===== src/rtl/four_level_page_table_manager_assert.svh =====
// Assertion macros for the page table manager.
`ifndef FOUR_LEVEL_PAGE_TABLE_MANAGER_ASSERT_SVH
`define FOUR_LEVEL_PAGE_TABLE_MANAGER_ASSERT_SVH
`ifndef SYNTHESIS
`define PTM_ASSERT_SAME(label, ante, cons) \
  label: assert property (@(posedge clk) disable iff (rst) (ante) |-> (cons)) \
    else $error("assertion failed");
`define PTM_ASSERT_NEXT(label, ante, cons) \
  label: assert property (@(posedge clk) disable iff (rst) (ante) |=> (cons)) \
    else $error("assertion failed");
`else
`define PTM_ASSERT_SAME(label, ante, cons)
`define PTM_ASSERT_NEXT(label, ante, cons)
`endif
`endif


===== src/rtl/ptm_pkg.sv =====
// Shared types and constants for the page table manager.
`timescale 1ns / 1ps
package ptm_pkg;
  localparam int TABLE_ENTRIES = 512;
  localparam int TABLE_FRAMES  = 64;
  localparam int IDX_W   = $clog2(TABLE_ENTRIES);
  localparam int TBL_W   = $clog2(TABLE_FRAMES);
  localparam int ALLOC_W = $clog2(TABLE_FRAMES + 1);
  localparam int ADDR_W  = TBL_W + IDX_W;
  localparam int VAL_W   = 40;
  localparam int ENTRY_W = VAL_W + 1;
  localparam int VPN_W   = 36;
  localparam int LEN_W   = 10;
  localparam int CNT_W   = IDX_W + 1;
  localparam int OFF_W   = 12;
  localparam int PA_W    = 52;

  localparam logic [1:0] CMD_MAP       = 2'd0;
  localparam logic [1:0] CMD_UNMAP     = 2'd1;
  localparam logic [1:0] CMD_TRANSLATE = 2'd2;

  localparam logic [1:0] LVL_LEAF = 2'd3;

  typedef enum logic [3:0] {
    S_IDLE, S_CHECK, S_CLEAR, S_DISPATCH, S_WALK_RD, S_WALK_EV,
    S_SCAN_RD, S_SCAN_EV, S_FILL
  } state_t;

  typedef enum logic [3:0] {
    OP_NONE, OP_LOAD, OP_ALLOC_ROOT, OP_START_WALK, OP_CLEAR, OP_WALK_RD,
    OP_DESCEND, OP_ALLOC_LINK, OP_I_CLR, OP_SCAN_RD, OP_SCAN_STEP, OP_FILL
  } dp_op_t;

  typedef struct packed {
    dp_op_t op;
    logic   finish;
    logic   ok;
  } ctrl_t;

  typedef struct packed {
    logic [1:0] cmd;
    logic       run_ok;
    logic       root_present;
    logic       alloc_full;
    logic       entry_valid;
    logic [1:0] lvl;
    logic       idx_last;
    logic       run_last;
  } status_t;
endpackage


===== src/rtl/ptm_ctrl.sv =====
// Sequencer for map, unmap and translate walks.
`timescale 1ns / 1ps
module ptm_ctrl import ptm_pkg::*; (
  input  logic    clk,
  input  logic    rst,
  input  logic    start,
  input  status_t stat,
  output ctrl_t   ctl,
  output logic    busy
);
  state_t state, state_next;
  logic   is_tr, bad;

  always_ff @(posedge clk) begin
    if (rst) state <= S_IDLE;
    else state <= state_next;
  end

  assign busy  = (state != S_IDLE);
  assign is_tr = (stat.cmd == CMD_TRANSLATE);

  always_comb begin
    state_next = state;
    ctl.op     = OP_NONE;
    ctl.finish = 1'b0;
    ctl.ok     = 1'b0;
    bad        = (stat.cmd == CMD_MAP) ? stat.entry_valid : !stat.entry_valid;
    case (state)
      S_IDLE: begin
        if (start) begin
          ctl.op     = OP_LOAD;
          state_next = S_CHECK;
        end
      end
      S_CHECK: begin
        if (stat.cmd != CMD_MAP && stat.cmd != CMD_UNMAP && !is_tr) begin
          ctl.finish = 1'b1;
          state_next = S_IDLE;
        end else if (!is_tr && !stat.run_ok) begin
          ctl.finish = 1'b1;
          state_next = S_IDLE;
        end else if (!stat.root_present) begin
          if (stat.cmd == CMD_MAP && !stat.alloc_full) begin
            ctl.op     = OP_ALLOC_ROOT;
            state_next = S_CLEAR;
          end else begin
            ctl.finish = 1'b1;
            state_next = S_IDLE;
          end
        end else begin
          ctl.op     = OP_START_WALK;
          state_next = S_DISPATCH;
        end
      end
      S_CLEAR: begin
        ctl.op = OP_CLEAR;
        if (stat.idx_last) state_next = S_DISPATCH;
      end
      S_DISPATCH: begin
        if (stat.lvl == LVL_LEAF && !is_tr) begin
          ctl.op     = OP_I_CLR;
          state_next = S_SCAN_RD;
        end else begin
          state_next = S_WALK_RD;
        end
      end
      S_WALK_RD: begin
        ctl.op     = OP_WALK_RD;
        state_next = S_WALK_EV;
      end
      S_WALK_EV: begin
        if (stat.entry_valid) begin
          if (is_tr && stat.lvl == LVL_LEAF) begin
            ctl.finish = 1'b1;
            ctl.ok     = 1'b1;
            state_next = S_IDLE;
          end else begin
            ctl.op     = OP_DESCEND;
            state_next = S_DISPATCH;
          end
        end else if (stat.cmd == CMD_MAP && !stat.alloc_full) begin
          ctl.op     = OP_ALLOC_LINK;
          state_next = S_CLEAR;
        end else begin
          ctl.finish = 1'b1;
          state_next = S_IDLE;
        end
      end
      S_SCAN_RD: begin
        ctl.op     = OP_SCAN_RD;
        state_next = S_SCAN_EV;
      end
      S_SCAN_EV: begin
        if (bad) begin
          ctl.finish = 1'b1;
          state_next = S_IDLE;
        end else if (stat.run_last) begin
          ctl.op     = OP_I_CLR;
          state_next = S_FILL;
        end else begin
          ctl.op     = OP_SCAN_STEP;
          state_next = S_SCAN_RD;
        end
      end
      S_FILL: begin
        ctl.op = OP_FILL;
        if (stat.run_last) begin
          ctl.finish = 1'b1;
          ctl.ok     = 1'b1;
          state_next = S_IDLE;
        end
      end
      default: state_next = S_IDLE;
    endcase
  end
endmodule


===== config.mk =====
export PLATFORM = sky130hd
export DESIGN_NAME = ptm_ctrl
export DESIGN_NICKNAME = d
export VERILOG_FILES = /design/src/rtl/four_level_page_table_manager_assert.svh /design/src/rtl/ptm_pkg.sv /design/src/rtl/ptm_ctrl.sv
export SDC_FILE = /design/constraint.sdc
export NUM_CORES = 1
export LEC_CHECK = 0
export ABC_AREA = 1
export BUFFER_PORTS_ARGS = -buffer_cell sky130_fd_sc_hd__buf_2
export CORE_AREA = 2 2 39 41
export DETAILED_ROUTE_END_ITERATION = 10
export DIE_AREA = 0 0 41 43
export PLACE_DENSITY = 0.67
export SLEW_MARGIN = 10
export SYNTH_ARGS = -nofsm -noshare
export SYNTH_HDL_FRONTEND = slang
export SYNTH_SLANG_ARGS = --single-unit

===== constraint.sdc =====
create_clock -name clk -period 1.1 [get_ports clk]
set_input_delay 0.11 -clock clk [delete_from_list [all_inputs] [get_ports clk]]
set_output_delay 0.11 -clock clk [all_outputs]
set_load 0.03 [all_outputs]

==> impl_metrics.yaml <==
grt:
  antenna_found_initial: 0
  grt_pass1_wl_um: 2460
  grt_pass1_vias: 633
  globalRoute.totalOverflow: 0
  track_usage: 0.202
  grt_start_max_net_pins: 8
critical_path:
  crit_path_start_kind: "flop"
  path_class: "reg2out"
  cp.required_ns: 0.99
  crit_path_max_fanout: 6
  worst_ep_arrival_time_ns: 1.35
  cp-end-kind: "output pin"
finish:
  commonest_non_fill_non_tap_cell_in_the_layout: "nand2_1"
  syn_to_final_growth_pct: 85.9
  antenna-diode-count: 0
  fraction_of_layout_cells_with_a_size_suffix_above_1: 0.533
  sequential_cell_area_um2: 92.6
  regMostFlops: "state"
  biggestRegsByFlops: "state x4"
  num-fill-cells: 124
  number_of_flip_flops_in_the_largest_register: 4
  multiInputGateArea_um2: 413
  share_of_the_core_filled_with_cells: 0.665
  layout.cells.most_common_list: "nand2_1, buf_4, buf_2"
  layout.nets: 151
die:
  num_io_pins: 20
  die-area_um2: 1760
  total_core_area_um2: 1380
  initial_utilization: 0.358
  rows: 14
  dieHeight_um: 43
  dieWidth_um: 41
timing:
  finalCritPeriodShare: 1.32
  slew_headroom: 0.813
  layout_setup_ws_ns: -0.355
  tightestPinTransition_ns: 0.278
  clock.fmax_mhz: 687
  report.final.setup_viol: 10
  rsz0062_at_grt: "true"
  minimum_period_implied_by_the_final_worst_setup_slack_ns: 1.46
  skew_ns: 0.00539
  timing.final.hold_violations: 0
  number_of_max_slew_violations_in_the_final_report: 0
synthesis:
  ys_seq_elements: 4
  netlist_area_um2: 495
  yosysSeqAreaShare: 0.162
  post_synth_num_cell_types: 17
  syn-instance-count: 93
  mappedNetlistNets: 106
  yosysWarningCount: 0
  synthesized_area_per_cell_um2: 5.33
place:
  port_buffers: 19
  pre_cts_slack_ns: -0.115
  dp_hpwl_um: 1170
  globalplace.congestion: 0.831
route:
  detail-route-antenna-nets: 0
  totalWireLength_um: 1610
  remaining_drc_errors: 0
  drt-initial-drc-count: 7
  detail_route.vias_per_cell: 4.68
  drt-wirelength-per-cell_um: 10.5
  drt_first_pass_iters: 4
  route.vias.total: 716
clock_tree:
  clk_pin_slew_worst_paths_ns: 0.04
  cts_htree_levels: 1
  tritoncts: "built"
  cts.root.buffer_cell: "clkbuf_4"
  cts-buffers-inserted: 3
  clock_latency_late_sink_ns: 0.24
  clk_path_buf_depth: 2
  sinks_on_the_clock_net: 4
  cts_hold_repair.buffers: 0
outcome:
  status: "finished, violations left"
  failed_checks: "setup timing"
job:
  timing.max_cap.violations: 0
hold_path:
  worstHoldPathType: "in2reg"
pwr:
  power_per_standard_cell_area_nw_per_um2: 750
  vdd_ir_drop_max_uv: 383
  power_leakage_nw: 0.487
[through the flow]
| stage | total power (W) | hold WS, ns | setup TNS, ns | area [µm²] | std cells |
|---|---|---|---|---|---|
| after CTS | 0.000665 | 0.0611 | -2.20 | 860 | 149 |
| after floorplan | 0.000318 | 0.169 | -0.0209 | 532 | 93 |
| after global routing | 0.000738 | 0.0573 | -3.43 | 921 | 153 |
| after detailed placement | 0.000412 | 0.309 | -0.702 | 752 | 142 |
| final | 0.000691 | 0.0571 | -2.61 | 921 | 153 |
| after global placement | 0.000412 | 0.306 | -0.812 | 752 | 142 |
[cells by family after synthesis]
family,share of synthesized area
DFF,0.162
and+or+nand+nor,0.641
AOI/OAI and AO/OA,0.0682
buffers and inverters,0.129
[where the power goes]
group	internal, W	switching [W]
sequential	0.000150	0.0000151
combinational	0.000155	0.000169
clock	0.000136	0.0000651
total	0.000442	0.000249
[worst paths after layout]
| path | start | end | slack, ns | cells past startpoint |
|---|---|---|---|---|
| worst min register to register | state[3]$_SDFFE_PP0P_ | state[0]$_SDFFE_PP0P_ | 0.60 | 3 |
| worst min-delay path | rst | state[0]$_SDFFE_PP0P_ | 0.06 | 2 |
| worst max register to register | state[0]$_SDFFE_PP0P_ | state[0]$_SDFFE_PP0P_ | -0.30 | 10 |
| worst max-delay path | state[0]$_SDFFE_PP0P_ | ctl[2] | -0.36 | 8 |
[critical path: stages (launching register included)]
cell and delay (ns):
dfxtp_4 0.36, nor2_4 0.14, nand2_1 0.07, nor2_1 0.12
nand2_1 0.08, nand2_1 0.09, inv_1 0.04, nand4_1 0.07
buf_6 0.14
[layer usage]
metal,routed length (µm),track usage
met4,16,0.0800
met3,37,0.0157
met5,0,0
met2,803,0.309
met1,752,0.280
[cells in the mapped netlist]
master / n / area share
nand4_1: 5 / 0.063
dfxtp_1: 4 / 0.16
nor3_1: 1 / 0.010
nor2_2: 3 / 0.038
nand3_1: 10 / 0.10
inv_2: 2 / 0.015
nor2_4: 2 / 0.045
nor2_1: 11 / 0.083
nand3_2: 2 / 0.040
o22ai_1: 1 / 0.013
a21oi_1: 1 / 0.010
nand2_2: 2 / 0.025
nand2_1: 29 / 0.22
nand3b_1: 1 / 0.015
inv_1: 15 / 0.11
a31oi_1: 2 / 0.025
o21ai_0: 2 / 0.020
[what timing repair did]
| action | CTS | global route |
|---|---|---|
| buffers inserted | 3 | 4 |
| gates resized for setup | 21 | 10 |
| pin swaps | 4 | 6 |
| hold endpoints to repair | 0 | 0 |
| setup endpoints to repair | 10 | 11 |
[final cells by class]
cell class,instances,area share
flip-flops and latches,4,0.101
inverters,17,0.0747
well taps,16,0.0217
multi-input cells,72,0.448
clock buffers,4,0.0285
repair buffers,40,0.326
No activity file was read; power rests on OpenSTA's default activity.
